### config.mk
export PLATFORM = sky130hd
export DESIGN_NAME = fp_add_sub_binary32_binary64
export DESIGN_NICKNAME = d
export VERILOG_FILES = /design/src/design/fpas_pkg.sv /design/src/design/fpas_front.sv /design/src/design/fpas_queue.sv /design/src/design/fpas_back.sv /design/src/design/fp_add_sub_binary32_binary64.sv
export SDC_FILE = /design/constraint.sdc
export NUM_CORES = 2
export LEC_CHECK = 0
export BUFFER_PORTS_ARGS = -buffer_cell sky130_fd_sc_hd__buf_2
export CAP_MARGIN = 20
export CELL_PAD_IN_SITES_DETAIL_PLACEMENT = 0
export CELL_PAD_IN_SITES_GLOBAL_PLACEMENT = 1
export CORE_ASPECT_RATIO = 1.25
export CORE_UTILIZATION = 53
export CTS_CLUSTER_SIZE = 12
export DETAILED_ROUTE_END_ITERATION = 12
export PLACE_DENSITY = 0.78
export SLEW_MARGIN = 10
export SYNTH_ARGS = -nofsm -noshare
export SYNTH_HDL_FRONTEND = slang
export SYNTH_SLANG_ARGS = --single-unit
### constraint.sdc
create_clock -name clk -period 13.2 [get_ports clk]
set_clock_uncertainty 0.05 [all_clocks]
set_input_delay 0 -clock clk [delete_from_list [all_inputs] [get_ports clk]]
set_output_delay 0 -clock clk [all_outputs]
set_load 0.005 [all_outputs]
### src/design/fpas_pkg.sv
`timescale 1ns / 1ps
`default_nettype none
// ----------------------------------------------------------------------------
// fpas_pkg
// Shared types and constants of the binary32/binary64 adder.
// ----------------------------------------------------------------------------
package fpas_pkg;

    localparam int FRAME_W = 56;
    localparam int SIG_W   = 53;
    localparam int EXP_W   = 11;
    localparam int EXPX_W  = 12;
    localparam int GRP_N   = 7;
    localparam int LZ_W    = 6;

    localparam logic [EXP_W-1:0]  EXP_ONES_D    = 11'h7ff;
    localparam logic [7:0]        EXP_ONES_S    = 8'hff;
    localparam logic [EXPX_W-1:0] EXP_LIMIT_D   = 12'd2047;
    localparam logic [EXPX_W-1:0] EXP_LIMIT_S   = 12'd255;
    localparam logic [63:0]       DEFAULT_NAN_D = 64'h7ff8_0000_0000_0000;
    localparam logic [63:0]       DEFAULT_NAN_S = 64'h0000_0000_7fc0_0000;
    localparam logic [63:0]       QUIET_D       = 64'h0008_0000_0000_0000;
    localparam logic [63:0]       QUIET_S       = 64'h0000_0000_0040_0000;

    typedef struct packed {
        logic inv;
        logic ovf;
        logic unf;
        logic inx;
    } fpas_flags_t;

    typedef struct packed {
        logic        dbl;
        logic        byp;
        logic [63:0] byp_bits;
        logic        byp_inv;
        logic        sign;
    } fpas_ctl_t;

    typedef struct packed {
        fpas_ctl_t        ctl;
        logic             eff_sub;
        logic [EXP_W-1:0] exp_big;
        logic [EXP_W-1:0] exp_sml;
        logic [SIG_W-1:0] sig_big;
        logic [SIG_W-1:0] sig_sml;
    } fpas_op_t;

endpackage
`default_nettype wire

### src/design/fpas_front.sv
`timescale 1ns / 1ps
`default_nettype none
// ----------------------------------------------------------------------------
// fpas_front
// Unpacks and classifies both operands, settles special cases and orders
// the operands by magnitude for the arithmetic pipeline.
// ----------------------------------------------------------------------------
module fpas_front
    import fpas_pkg::*;
(
    input  logic        req_type,
    input  logic        is_double,
    input  logic [63:0] operand_a,
    input  logic [63:0] operand_b,
    output fpas_op_t    op
);

    logic [63:0]      af;
    logic [63:0]      bf;
    logic             sa;
    logic             sb;
    logic [EXP_W-1:0] ea;
    logic [EXP_W-1:0] eb;
    logic [51:0]      fa;
    logic [51:0]      fb;
    logic             ones_a;
    logic             ones_b;
    logic             nan_a;
    logic             nan_b;
    logic             snan_a;
    logic             snan_b;
    logic             inf_a;
    logic             inf_b;
    logic             zero_a;
    logic             zero_b;
    logic             a_big;
    logic [63:0]      quiet;
    logic [63:0]      dnan;
    logic [EXP_W-1:0] xa;
    logic [EXP_W-1:0] xb;

    assign af = is_double ? operand_a : {32'b0, operand_a[31:0]};
    assign bf = is_double ? {operand_b[63] ^ req_type, operand_b[62:0]}
                          : {32'b0, operand_b[31] ^ req_type, operand_b[30:0]};

    assign sa = is_double ? af[63] : af[31];
    assign sb = is_double ? bf[63] : bf[31];
    assign ea = is_double ? af[62:52] : {3'b0, af[30:23]};
    assign eb = is_double ? bf[62:52] : {3'b0, bf[30:23]};
    assign fa = is_double ? af[51:0] : {af[22:0], 29'b0};
    assign fb = is_double ? bf[51:0] : {bf[22:0], 29'b0};

    assign ones_a = is_double ? (ea == EXP_ONES_D) : (ea[7:0] == EXP_ONES_S);
    assign ones_b = is_double ? (eb == EXP_ONES_D) : (eb[7:0] == EXP_ONES_S);
    assign nan_a  = ones_a && (fa != '0);
    assign nan_b  = ones_b && (fb != '0);
    assign snan_a = nan_a && !fa[51];
    assign snan_b = nan_b && !fb[51];
    assign inf_a  = ones_a && (fa == '0);
    assign inf_b  = ones_b && (fb == '0);
    assign zero_a = (ea == '0) && (fa == '0);
    assign zero_b = (eb == '0) && (fb == '0);

    assign a_big = {ea, fa} >= {eb, fb};
    assign quiet = is_double ? QUIET_D : QUIET_S;
    assign dnan  = is_double ? DEFAULT_NAN_D : DEFAULT_NAN_S;
    assign xa    = (ea == '0) ? EXP_W'(1) : ea;
    assign xb    = (eb == '0) ? EXP_W'(1) : eb;

    always_comb
    begin
        op.ctl.dbl      = is_double;
        op.ctl.byp      = 1'b1;
        op.ctl.byp_inv  = 1'b0;
        op.ctl.byp_bits = '0;
        op.ctl.sign     = a_big ? sa : sb;
        op.eff_sub      = sa ^ sb;
        op.exp_big      = a_big ? xa : xb;
        op.exp_sml      = a_big ? xb : xa;
        op.sig_big      = a_big ? {ea != '0, fa} : {eb != '0, fb};
        op.sig_sml      = a_big ? {eb != '0, fb} : {ea != '0, fa};
        priority if (nan_a || nan_b)
        begin
            op.ctl.byp_bits = (nan_a ? af : bf) | quiet;
            op.ctl.byp_inv  = snan_a || snan_b;
        end
        else if (inf_a && inf_b && (sa != sb))
        begin
            op.ctl.byp_bits = dnan;
            op.ctl.byp_inv  = 1'b1;
        end
        else if (inf_a)
        begin
            op.ctl.byp_bits = af;
        end
        else if (inf_b)
        begin
            op.ctl.byp_bits = bf;
        end
        else if (zero_a && zero_b)
        begin
            op.ctl.byp_bits = (sa == sb) ? af : '0;
        end
        else if (zero_a)
        begin
            op.ctl.byp_bits = bf;
        end
        else if (zero_b)
        begin
            op.ctl.byp_bits = af;
        end
        else
        begin
            op.ctl.byp = 1'b0;
        end
    end

endmodule
`default_nettype wire

### src/design/fpas_queue.sv
`timescale 1ns / 1ps
`default_nettype none
// ----------------------------------------------------------------------------
// fpas_queue
// Short queue of classified words between front and arithmetic pipeline.
// ----------------------------------------------------------------------------
module fpas_queue
    import fpas_pkg::*;
#(
    parameter int DEPTH = 4
)
(
    input  logic     clk,
    input  logic     rst_n,
    input  logic     push_valid,
    output logic     push_ready,
    input  fpas_op_t push_op,
    output logic     pop_valid,
    input  logic     pop_ready,
    output fpas_op_t pop_op
);

    localparam int PTR_W = (DEPTH > 1) ? $clog2(DEPTH) : 1;
    localparam int CNT_W = $clog2(DEPTH + 1);

    fpas_op_t         mem_reg [DEPTH];
    logic [PTR_W-1:0] wr_ptr_reg;
    logic [PTR_W-1:0] wr_ptr_next;
    logic [PTR_W-1:0] rd_ptr_reg;
    logic [PTR_W-1:0] rd_ptr_next;
    logic [CNT_W-1:0] cnt_reg;
    logic [CNT_W-1:0] cnt_next;
    logic             push;
    logic             pop;

    assign push_ready = cnt_reg != CNT_W'(DEPTH);
    assign pop_valid  = cnt_reg != '0;
    assign push       = push_valid && push_ready;
    assign pop        = pop_valid && pop_ready;
    assign pop_op     = mem_reg[rd_ptr_reg];

    assign wr_ptr_next = (wr_ptr_reg == PTR_W'(DEPTH - 1)) ? '0 : wr_ptr_reg + 1'b1;
    assign rd_ptr_next = (rd_ptr_reg == PTR_W'(DEPTH - 1)) ? '0 : rd_ptr_reg + 1'b1;

    always_comb
    begin
        cnt_next = cnt_reg;
        if (push && !pop)
        begin
            cnt_next = cnt_reg + 1'b1;
        end
        else if (pop && !push)
        begin
            cnt_next = cnt_reg - 1'b1;
        end
    end

    always_ff @(posedge clk or negedge rst_n)
    begin
        if (!rst_n)
        begin
            wr_ptr_reg <= '0;
            rd_ptr_reg <= '0;
            cnt_reg    <= '0;
        end
        else
        begin
            cnt_reg <= cnt_next;
            if (push)
            begin
                wr_ptr_reg <= wr_ptr_next;
            end
            if (pop)
            begin
                rd_ptr_reg <= rd_ptr_next;
            end
        end
    end

    always_ff @(posedge clk)
    begin
        if (push)
        begin
            mem_reg[wr_ptr_reg] <= push_op;
        end
    end

endmodule
`default_nettype wire

### src/design/fpas_back.sv
`timescale 1ns / 1ps
`default_nettype none
// ----------------------------------------------------------------------------
// fpas_back
// Six-stage arithmetic pipeline: align, add, leading-zero groups,
// shift amount, normalise, round and pack into the output register.
// ----------------------------------------------------------------------------
module fpas_back
    import fpas_pkg::*;
(
    input  logic        clk,
    input  logic        rst_n,
    input  logic        in_valid,
    output logic        in_ready,
    input  fpas_op_t    op,
    output logic        out_valid,
    input  logic        out_ready,
    output logic [63:0] sum_bits,
    output fpas_flags_t flags
);

    function automatic logic [2:0] lz8(input logic [7:0] x);
        logic [2:0] res;
        res = '0;
        for (int i = 0; i < 8; i++)
        begin
            if (x[i])
            begin
                res = 3'(7 - i);
            end
        end
        return res;
    endfunction

    logic [5:0] vld_reg;
    logic [5:0] rdy;

    // stage registers
    fpas_ctl_t          ctl1_reg, ctl2_reg, ctl3_reg, ctl4_reg, ctl5_reg;
    logic               sub1_reg;
    logic [EXP_W-1:0]   exp1_reg, exp2_reg;
    logic [FRAME_W-1:0] xs1_reg, ys1_reg;
    logic [FRAME_W:0]   r2_reg;
    logic [FRAME_W-1:0] n3_reg, n4_reg, n5_reg;
    logic [EXPX_W-1:0]  e3_reg, e4_reg, e5_reg;
    logic               zero3_reg, zero4_reg, zero5_reg;
    logic [GRP_N-1:0]   gnz3_reg;
    logic [2:0]         glz3_reg [GRP_N];
    logic [LZ_W-1:0]    amt4_reg;
    logic [63:0]        sum_reg;
    fpas_flags_t        flags_reg;

    // next values
    logic [EXP_W-1:0]   d;
    logic [FRAME_W-1:0] ysrc;
    logic [FRAME_W-1:0] mask;
    logic [FRAME_W-1:0] ys1_next;
    logic [FRAME_W:0]   r2_next;
    logic [FRAME_W-1:0] n3_next;
    logic [EXPX_W-1:0]  e3_next;
    logic [GRP_N-1:0]   gnz3_next;
    logic [2:0]         glz3_next [GRP_N];
    logic [LZ_W-1:0]    lz;
    logic [EXPX_W-1:0]  emin1;
    logic [LZ_W-1:0]    amt4_next;
    logic [63:0]        sum_next;
    fpas_flags_t        flags_next;

    // rounding
    logic [SIG_W-1:0]   q;
    logic               g;
    logic               rs;
    logic               up;
    logic [SIG_W:0]     qr;
    logic               carry;
    logic               hid;
    logic [EXPX_W-1:0]  e6;
    logic               ovf;
    logic               inx;
    logic [51:0]        frac;

    always_comb
    begin
        rdy[5] = !vld_reg[5] || out_ready;
        rdy[4] = !vld_reg[4] || rdy[5];
        rdy[3] = !vld_reg[3] || rdy[4];
        rdy[2] = !vld_reg[2] || rdy[3];
        rdy[1] = !vld_reg[1] || rdy[2];
        rdy[0] = !vld_reg[0] || rdy[1];
    end

    assign in_ready  = rdy[0];
    assign out_valid = vld_reg[5];
    assign sum_bits  = sum_reg;
    assign flags     = flags_reg;

    // align with sticky
    assign d    = op.exp_big - op.exp_sml;
    assign ysrc = {op.sig_sml, 3'b0};
    assign mask = ~({FRAME_W{1'b1}} << d[LZ_W-1:0]);

    always_comb
    begin
        if (d >= EXP_W'(FRAME_W))
        begin
            ys1_next = {{(FRAME_W-1){1'b0}}, |ysrc};
        end
        else
        begin
            ys1_next = (ysrc >> d[LZ_W-1:0])
                       | {{(FRAME_W-1){1'b0}}, |(ysrc & mask)};
        end
    end

    // add
    assign r2_next = sub1_reg ? ({1'b0, xs1_reg} - {1'b0, ys1_reg})
                              : ({1'b0, xs1_reg} + {1'b0, ys1_reg});

    // carry fold and leading-zero groups
    assign n3_next = r2_reg[FRAME_W] ? {r2_reg[FRAME_W:2], r2_reg[1] | r2_reg[0]}
                                     : r2_reg[FRAME_W-1:0];
    assign e3_next = {1'b0, exp2_reg} + EXPX_W'(r2_reg[FRAME_W]);

    always_comb
    begin
        for (int k = 0; k < GRP_N; k++)
        begin
            gnz3_next[k] = |n3_next[FRAME_W-1-8*k -: 8];
            glz3_next[k] = lz8(n3_next[FRAME_W-1-8*k -: 8]);
        end
    end

    // shift amount, held at the subnormal boundary
    always_comb
    begin
        lz = LZ_W'(FRAME_W);
        for (int k = GRP_N - 1; k >= 0; k--)
        begin
            if (gnz3_reg[k])
            begin
                lz = LZ_W'(8 * k) + LZ_W'(glz3_reg[k]);
            end
        end
    end

    assign emin1     = e3_reg - 1'b1;
    assign amt4_next = ({{(EXPX_W-LZ_W){1'b0}}, lz} < emin1) ? lz : emin1[LZ_W-1:0];

    // round to nearest even and pack
    always_comb
    begin
        if (ctl5_reg.dbl)
        begin
            q  = n5_reg[FRAME_W-1:3];
            g  = n5_reg[2];
            rs = |n5_reg[1:0];
        end
        else
        begin
            q  = {29'b0, n5_reg[FRAME_W-1:32]};
            g  = n5_reg[31];
            rs = |n5_reg[30:0];
        end
        up    = g && (rs || q[0]);
        qr    = {1'b0, q} + (SIG_W+1)'(up);
        carry = ctl5_reg.dbl ? qr[53] : qr[24];
        hid   = ctl5_reg.dbl ? qr[52] : qr[23];
        e6    = e5_reg + EXPX_W'(carry);
        ovf   = e6 >= (ctl5_reg.dbl ? EXP_LIMIT_D : EXP_LIMIT_S);
        inx   = g || rs || ovf;
        frac  = carry ? '0 : qr[51:0];

        flags_next = '0;
        sum_next   = '0;
        priority if (ctl5_reg.byp)
        begin
            sum_next       = ctl5_reg.byp_bits;
            flags_next.inv = ctl5_reg.byp_inv;
        end
        else if (zero5_reg)
        begin
            sum_next = '0;
        end
        else if (ovf)
        begin
            flags_next.ovf = 1'b1;
            flags_next.inx = 1'b1;
            sum_next = ctl5_reg.dbl ? {ctl5_reg.sign, EXP_ONES_D, 52'b0}
                                    : {32'b0, ctl5_reg.sign, EXP_ONES_S, 23'b0};
        end
        else
        begin
            flags_next.inx = inx;
            flags_next.unf = !(carry || hid) && (g || rs);
            if (ctl5_reg.dbl)
            begin
                sum_next = {ctl5_reg.sign, (carry || hid) ? e6[10:0] : 11'b0, frac};
            end
            else
            begin
                sum_next = {32'b0, ctl5_reg.sign, (carry || hid) ? e6[7:0] : 8'b0,
                            frac[22:0]};
            end
        end
    end

    always_ff @(posedge clk or negedge rst_n)
    begin
        if (!rst_n)
        begin
            vld_reg <= '0;
        end
        else
        begin
            if (rdy[0])
            begin
                vld_reg[0] <= in_valid;
            end
            for (int k = 1; k < 6; k++)
            begin
                if (rdy[k])
                begin
                    vld_reg[k] <= vld_reg[k-1];
                end
            end
        end
    end

    always_ff @(posedge clk)
    begin
        if (rdy[0])
        begin
            ctl1_reg <= op.ctl;
            sub1_reg <= op.eff_sub;
            exp1_reg <= op.exp_big;
            xs1_reg  <= {op.sig_big, 3'b0};
            ys1_reg  <= ys1_next;
        end
        if (rdy[1])
        begin
            ctl2_reg <= ctl1_reg;
            exp2_reg <= exp1_reg;
            r2_reg   <= r2_next;
        end
        if (rdy[2])
        begin
            ctl3_reg  <= ctl2_reg;
            n3_reg    <= n3_next;
            e3_reg    <= e3_next;
            zero3_reg <= r2_reg == '0;
            gnz3_reg  <= gnz3_next;
            glz3_reg  <= glz3_next;
        end
        if (rdy[3])
        begin
            ctl4_reg  <= ctl3_reg;
            n4_reg    <= n3_reg;
            zero4_reg <= zero3_reg;
            amt4_reg  <= amt4_next;
            e4_reg    <= e3_reg - EXPX_W'(amt4_next);
        end
        if (rdy[4])
        begin
            ctl5_reg  <= ctl4_reg;
            n5_reg    <= n4_reg << amt4_reg;
            e5_reg    <= e4_reg;
            zero5_reg <= zero4_reg;
        end
        if (rdy[5])
        begin
            sum_reg   <= sum_next;
            flags_reg <= flags_next;
        end
    end

endmodule
`default_nettype wire

### src/design/fp_add_sub_binary32_binary64.sv
`timescale 1ns / 1ps
`default_nettype none
// ----------------------------------------------------------------------------
// fp_add_sub_binary32_binary64
// IEEE 754 binary32/binary64 adder and subtractor, round to nearest even.
// ----------------------------------------------------------------------------
// One word is accepted and one result leaves per cycle unless the output side
// stalls. A word is written into the input queue, aligned straight out of it,
// then added, put through leading-zero groups, shift amount and normalise,
// and rounded into the output register. The input queue holds QUEUE_DEPTH
// words, so the front keeps accepting while the output side stalls until it fills.
module fp_add_sub_binary32_binary64
    import fpas_pkg::*;
#(
    parameter int QUEUE_DEPTH = 4
)
(
    input  logic        clk,
    input  logic        rst_n,
    input  logic        in_valid,
    output logic        in_ready,
    input  logic        req_type,
    input  logic        is_double,
    input  logic [63:0] operand_a,
    input  logic [63:0] operand_b,
    output logic        out_valid,
    input  logic        out_ready,
    output logic [63:0] sum_bits,
    output logic        flag_invalid,
    output logic        flag_overflow,
    output logic        flag_underflow,
    output logic        flag_inexact
);

    fpas_op_t    front_op;
    fpas_op_t    queue_op;
    logic        queue_valid;
    logic        back_ready;
    fpas_flags_t flags;

    fpas_front u_front
    (
        .req_type  (req_type),
        .is_double (is_double),
        .operand_a (operand_a),
        .operand_b (operand_b),
        .op        (front_op)
    );

    fpas_queue #(
        .DEPTH (QUEUE_DEPTH)
    ) u_queue
    (
        .clk        (clk),
        .rst_n      (rst_n),
        .push_valid (in_valid),
        .push_ready (in_ready),
        .push_op    (front_op),
        .pop_valid  (queue_valid),
        .pop_ready  (back_ready),
        .pop_op     (queue_op)
    );

    fpas_back u_back
    (
        .clk       (clk),
        .rst_n     (rst_n),
        .in_valid  (queue_valid),
        .in_ready  (back_ready),
        .op        (queue_op),
        .out_valid (out_valid),
        .out_ready (out_ready),
        .sum_bits  (sum_bits),
        .flags     (flags)
    );

    assign flag_invalid   = flags.inv;
    assign flag_overflow  = flags.ovf;
    assign flag_underflow = flags.unf;
    assign flag_inexact   = flags.inx;

endmodule
`default_nettype wire

; ---- Word-level counts from Yosys, hierarchy flattened
; Memory sizes are Yosys's and may differ from the RTL's.
; Index checks and enable logic that the tools add are counted.
[totals]
mem_count = 1
regBits = 851
output_inout_bits = 70
mem_bits_rw = 788
input_bits = 134
[memory_table]
columns = memory, words, width, read_ports, rd_clocked_by_memory_dff, wr, line_no
row1 = u_queue.mem_reg, 4, 197, 1, 0, 1, fpas_queue.sv:26  ; fpas_op_t mem_reg [DEPTH];
[op_classes]
n_eq_ne = 9
shift = 3
bitwise_logic = 8
n_addsub = 18
reduce_logical = 78
n_lt_le_gt_ge = 4
mux = 118
[ops]
columns = operator, n
row1 = two-way mux 64 bit, 15
row2 = two-way mux 52 bit, 4
row3 = two-way mux 53 bit, 3
row4 = logical NOT 52 bit, 2
row5 = nonzero test 52 bit, 2
row6 = two-way mux 3 bit, 30
row7 = two-way mux 11 bit, 8
row8 = two-way mux 65 bit, 1
row9 = bitwise OR 64 bit, 1
row10 = greater-or-equal comparator 63 bit, 1
row11 = two-way mux 63 bit, 1
row12 = adder 56 x 56 -> 57 bit, 1
row13 = logical NOT 57 bit, 1
row14 = two-way mux 57 bit, 1
row15 = subtractor 56 x 56 -> 57 bit, 1
row16 = AND 56 bit, 1
row17 = two-way mux 56 bit, 1
row18 = NOT 56 bit, 1
row19 = bitwise OR 56 x 1 -> 56 bit, 1
row20 = OR reduction 56 bit, 1
row21 = OR reduction 8 bit, 7
row22 = left shift 56 x 6 -> 56 bit, 1
row23 = left shift 56 x 6 -> 56 bit (first input constant), 1
row24 = >> shifter 56 x 6 -> 56 bit, 1
row25 = other kinds (40), 151

; ---- Longest topological paths before layout
[depth]
ltp_word = 12
mapped_depth = 29

; ---- Modules after synthesis
; A second synthesis with hierarchy kept.
[hier_totals]
hier_cells = 5673
hier_area_um2 = 79194.7
[by_module_without_submodules]
columns = module, cells_each, area_each_um2, instances
row1 = fpas_back, 3704, 44058.5, 1
row2 = fpas_queue, 1065, 28836.4, 1
row3 = fpas_front, 904, 6299.8, 1

; ---- Least setup slack after synthesis
; OpenSTA, ideal clock, no wires.
[synth_timing]
path_kind = reg-to-reg
startpoint = register u_back.vld_reg[5]
endpoint = register u_queue.cnt_reg[2]
required_ns = 13.071
path_stages_with_launch = 13
path_slack_ns = 1.386
t_arrival_ns = 11.685
path_buffers = 0
setup_ns = 0.079
cell_sequence = dfrtp_1 > nor2b_1 > nand3_1 > nor2_1 > nand3_1 > o31a_1 > inv_1 > ha_1 > inv_1 > fa_1 > xor2_1 > nor2_1 > xor2_1
[synth_between]
elab_chain_cells = 11
elab_cells_between_ends = 13
classes_between = 1 x mux / 12 x reduce/logical
[synth_rtl]
columns = element, line_no
row1 = from (decl), fpas_back.sv:35  ; logic [5:0] vld_reg;
row2 = "from (signal, indexed assignment)", fpas_back.sv:223  ; vld_reg[k] <= vld_reg[k-1];
row3 = logical NOT 1 bit (*), fpas_back.sv:84  ; rdy[5] = !vld_reg[5] || out_ready;
row4 = logical OR 1 bit (*), fpas_back.sv:84
row5 = logical OR 1 bit (*), fpas_back.sv:85  ; rdy[4] = !vld_reg[4] || rdy[5];
row6 = logical OR 1 bit (*), fpas_back.sv:86  ; rdy[3] = !vld_reg[3] || rdy[4];
row7 = via u_back.rdy[3], fpas_back.sv:36  ; logic [5:0] rdy;
row8 = logical OR 1 bit (*), fpas_back.sv:87  ; rdy[2] = !vld_reg[2] || rdy[3];
row9 = logical OR 1 bit (*), fpas_back.sv:88  ; rdy[1] = !vld_reg[1] || rdy[2];
row10 = logical OR 1 bit (*), fpas_back.sv:89  ; rdy[0] = !vld_reg[0] || rdy[1];
row11 = logical AND 1 bit (*), fpas_queue.sv:39  ; assign pop = pop_valid && pop_ready;
row12 = logical NOT 1 bit, fpas_queue.sv:48  ; if (push && !pop)
row13 = logical AND 1 bit, fpas_queue.sv:48
row14 = two-way mux 3 bit / nonzero test 2 bit (equally long branches), n/a
row15 = to (signal assigned), fpas_queue.sv:68  ; cnt_reg <= cnt_next;
row16 = to (decl), fpas_queue.sv:31  ; logic [CNT_W-1:0] cnt_reg;
; The timed path passes the listed nets; every way through them passes the cells marked *.
; A chain may end at the register's enable or synchronous reset.

; ---- Final worst setup path
[layout_timing]
startpoint = register u_back.ctl5_reg[67] (netlist name)
endpoint = register u_back.sum_reg[35] (netlist: u_back.sum_bits[35]), data pin
[layout_between]
elab_chain_cells = 10
elab_cells_between_ends = 15
classes_between = 2 x add/sub / 1 x order compare / 10 x mux / 2 x reduce/logical
[layout_rtl]
columns = element, line_no
row1 = from (decl), fpas_back.sv:39  ; fpas_ctl_t ctl1_reg, ctl2_reg, ctl3_reg, ctl4_reg, ctl5_reg;
row2 = from (signal assigned), fpas_back.sv:264  ; ctl5_reg <= ctl4_reg;
row3 = two-way mux 1 bit / two-way mux 53 bit (equally long branches), fpas_back.sv:152  ; if (ctl5_reg.dbl)
row4 = logical OR 1 bit, fpas_back.sv:164  ; up = g && (rs || q[0]);
row5 = logical AND 1 bit, fpas_back.sv:164
row6 = adder 53 x 1 -> 54 bit, fpas_back.sv:165  ; qr = {1'b0, q} + (SIG_W+1)'(up);
row7 = two-way mux 1 bit, fpas_back.sv:166  ; carry = ctl5_reg.dbl ? qr[53] : qr[24];
row8 = adder 12 x 1 -> 12 bit / two-way mux 52 bit (equally long branches), "fpas_back.sv:168, fpas_back.sv:171"
row9 = greater-or-equal comparator 12 bit / two-way mux 64 bit (equally long branches), "fpas_back.sv:169, fpas_back.sv:195"
row10 = two-way mux 64 bit (*), fpas_back.sv:184  ; else if (ovf)
row11 = two-way mux 64 bit (*), fpas_back.sv:180  ; else if (zero5_reg)
row12 = two-way mux 64 bit (*), fpas_back.sv:175  ; priority if (ctl5_reg.byp)
row13 = via u_back.sum_next[35], fpas_back.sv:66  ; logic [63:0] sum_next;
row14 = to (signal assigned), fpas_back.sv:271  ; sum_reg <= sum_next;
row15 = to (decl), fpas_back.sv:50  ; logic [63:0] sum_reg;
; Marked as above.

==> results.py <==
metrics = {
    "worst_setup_path": {
        "critPathRequiredTime_ps": 13840,
        "startpoint_type": "flip-flop",
        "r2r-end": "u_back.sum_bits[35]",
        "cp_top_family": "simple AND/OR/NAND/NOR gates",
        "r2r_cells": 26,
        "crit_path_start": "u_back.ctl5_reg[67]",
        "reg2reg_from": "u_back.ctl5_reg[67]",
        "worst_ep_arrival_time_ps": 7480,
        "endpoint_kind": "flip-flop",
        "reg2reg_slack_ps": 6360,
        "cp_common_cell": "ha_1",
        "cp_num_cells": 26,
        "cp_slowest_stage_delay_ps": 910,
        "cp_max_fo": 60,
        "path_class": "reg2reg",
        "cp_num_buf_inv": 3,
        "endpoint": "u_back.sum_bits[35]",
        "slowest_stage": "a211oi_2",
    },
    "synth": {
        "synthFlopType": "edfxtp_1",
        "synth_top_area_share_pct": 61.5,
        "synth_commonest_cells": "edfxtp_1 (1626), nand2_1 (599), nor2_1 (376)",
        "synthTopCellsByArea": "edfxtp_1 (62%), mux4_2 (6.8%), mux2i_1 (4.1%)",
        "synth_edf_count": 1626,
        "yosysMostFrequentCell": "edfxtp_1",
        "synth.distinct_cells": 100,
        "ys_ff_latch": 1639,
        "syn_nets": 6255,
        "netlist_area_mm2": 0.0794,
        "synth-async-reset-ratio_pct": 0.793,
        "yosysSeqAreaShare_pct": 61.9,
        "yosys.area.top_type": "edfxtp_1",
        "yosysWarnings": 0,
        "synth.avg_cell_area_um2": 13.4,
        "postSynthCellCount": 5911,
    },
    "floorplanning": {
        "die_x_um": 348,
        "coreArea_mm2": 0.148,
        "start_util_pct": 53.4,
        "die_h_um": 435,
        "rows": 158,
        "ioPinCount": 204,
        "dieArea_mm2": 0.151,
    },
    "power": {
        "power_mw": 25.3,
        "vdd_drop_max_mv": 0.338,
        "p_per_area_mw_per_mm2": 283,
        "p_leak_nw": 32.3,
    },
    "place": {
        "port_buffers": 203,
        "dp.cells": 7875,
        "globalplace.congestion": 0.967,
        "place_area_mm2": 0.0824,
        "hpwl_um": 171000,
    },
    "grt": {
        "antenna_found_initial": 18,
        "grt_pass1_wl_um": 339000,
        "grtUsageTotal_pct": 31.0,
        "grt_max_degree": 122,
        "first_global_vias": 50600,
        "overflow": 0,
    },
    "sta": {
        "max-slew-margin-rel_pct": 12.2,
        "finalCritPeriodShare_pct": 51.8,
        "setup_violations": 0,
        "tightest_slew_ps": 1300,
        "hold_violations": 0,
        "setup_tns_ps": 0,
        "period_needed_ps": 6840,
        "rsz0062_at_grt": "false",
        "slew_violations": 0,
        "fmaxAchievable_mhz": 146,
    },
    "status": {
        "status": "complete, no violations",
    },
    "drt": {
        "wire_per_inst_um": 28.4,
        "routed_wl_um": 236000,
        "viasPerCell": 6.22,
        "drt_iter0_drc": 5420,
        "ant_nets": 0,
        "vias": 51800,
        "drt_first_pass_iters": 6,
        "drt_drc_violations_left": 0,
    },
    "clocking": {
        "numCtsBuffers": 162,
        "cts-htree-levels": 4,
        "cts_root_buf": "clkbuf_16",
        "ctsLongestPathBuffers": 3,
        "cts_resized": 0,
        "cts_tree": "done",
        "post-cts-setup-buffers": 0,
        "insertion_delay_ps": 840,
        "cts_sinks": 1639,
        "clk_pin_slew_ps": 60,
        "postCtsHoldBufs": 197,
    },
    "job": {
        "drv_cap": 0,
    },
    "final_layout": {
        "area_growth_pct": 12.5,
        "largest_register_ffs": 788,
        "fin_util_pct": 60.1,
        "nNetsFinal": 6585,
        "fin_cells": 8331,
        "design_area_mm2": 0.0892,
        "drive_above_1_share_pct": 13.9,
    },
    "min_path": {
        "hold_path.class": "in2reg",
    },
}
## area by class of cell
cell class              count  area (um2)
diodes                      8        20.0
clock buffers             214        4250
clock inverters            32         558
fillers                 11400       59200
inverters                 240         906
multi-input cells        3716       28200
flip-flops and latches   1639       49200
well taps                2000        2500
repair buffers            482        3640
## routing by layer
metal | vias to the layer above | GRT usage (%) | routed length, um
li1 | 23300 | - | -
met1 | 25600 | 37.8 | 88600
met2 | 2341 | 52.3 | 117000
met3 | 594 | 5.68 | 16600
met4 | 12 | 16.7 | 14000
met5 | - | 0 | 98
## power by group
part           internal (mW)  leakage (nW)  total (mW)  switching [mW]
Clock                   2.33          2.29        4.26            1.92
Sequential              7.74          15.6        8.43           0.696
Combinational           4.31          14.4        12.6            8.26
## cells in the final DEF (no fill, tap or decap), types with 100 or more instances in the layout
master,count
ha_1,206
a21oi_1,344
mux4_2,239
dlygate4sd3_1,197
buf_2,203
inv_1,231
clkbuf_16,162
nand2_1,597
edfxtp_1,1626
nor2_1,374
mux2i_1,325
nand3_1,100
o21ai_0,291
## how the worst min path moves through the flow
stage                        from                 endpoint  cells past startpoint
floorplan                   rst_n        u_back.vld_reg[0]                      0
global placement            rst_n        u_back.vld_reg[5]                      1
detailed placement          rst_n        u_back.vld_reg[4]                      1
CTS                 operand_b[29]  u_queue.mem_reg[1][112]                      3
global route        operand_a[21]   u_queue.mem_reg[1][74]                      3
finish              operand_b[29]  u_queue.mem_reg[1][112]                      3
## worst min-delay path, stage by stage
cell and delay [ps]:
buf_2 190, mux2i_1 280, mux2i_1 230
## cell families after synthesis
| kind of cell | share of synthesized area (%) |
|---|---|
| flops | 61.9 |
| simple gates | 9.29 |
| compound gates | 8.91 |
| mux | 12.2 |
| buf+inv | 2.73 |
| fa+ha+maj | 3.36 |
| xor+xnor | 1.59 |
## metrics by stage
stage,hold WS (ps),setup slack [ps]
floorplan,-346,1390
global placement,-146,6480
detailed placement,-135,6470
CTS,4.03,6400
global route,27.8,5640
finish,41.6,6360
Note: power is estimated with default switching activity, not from simulation.
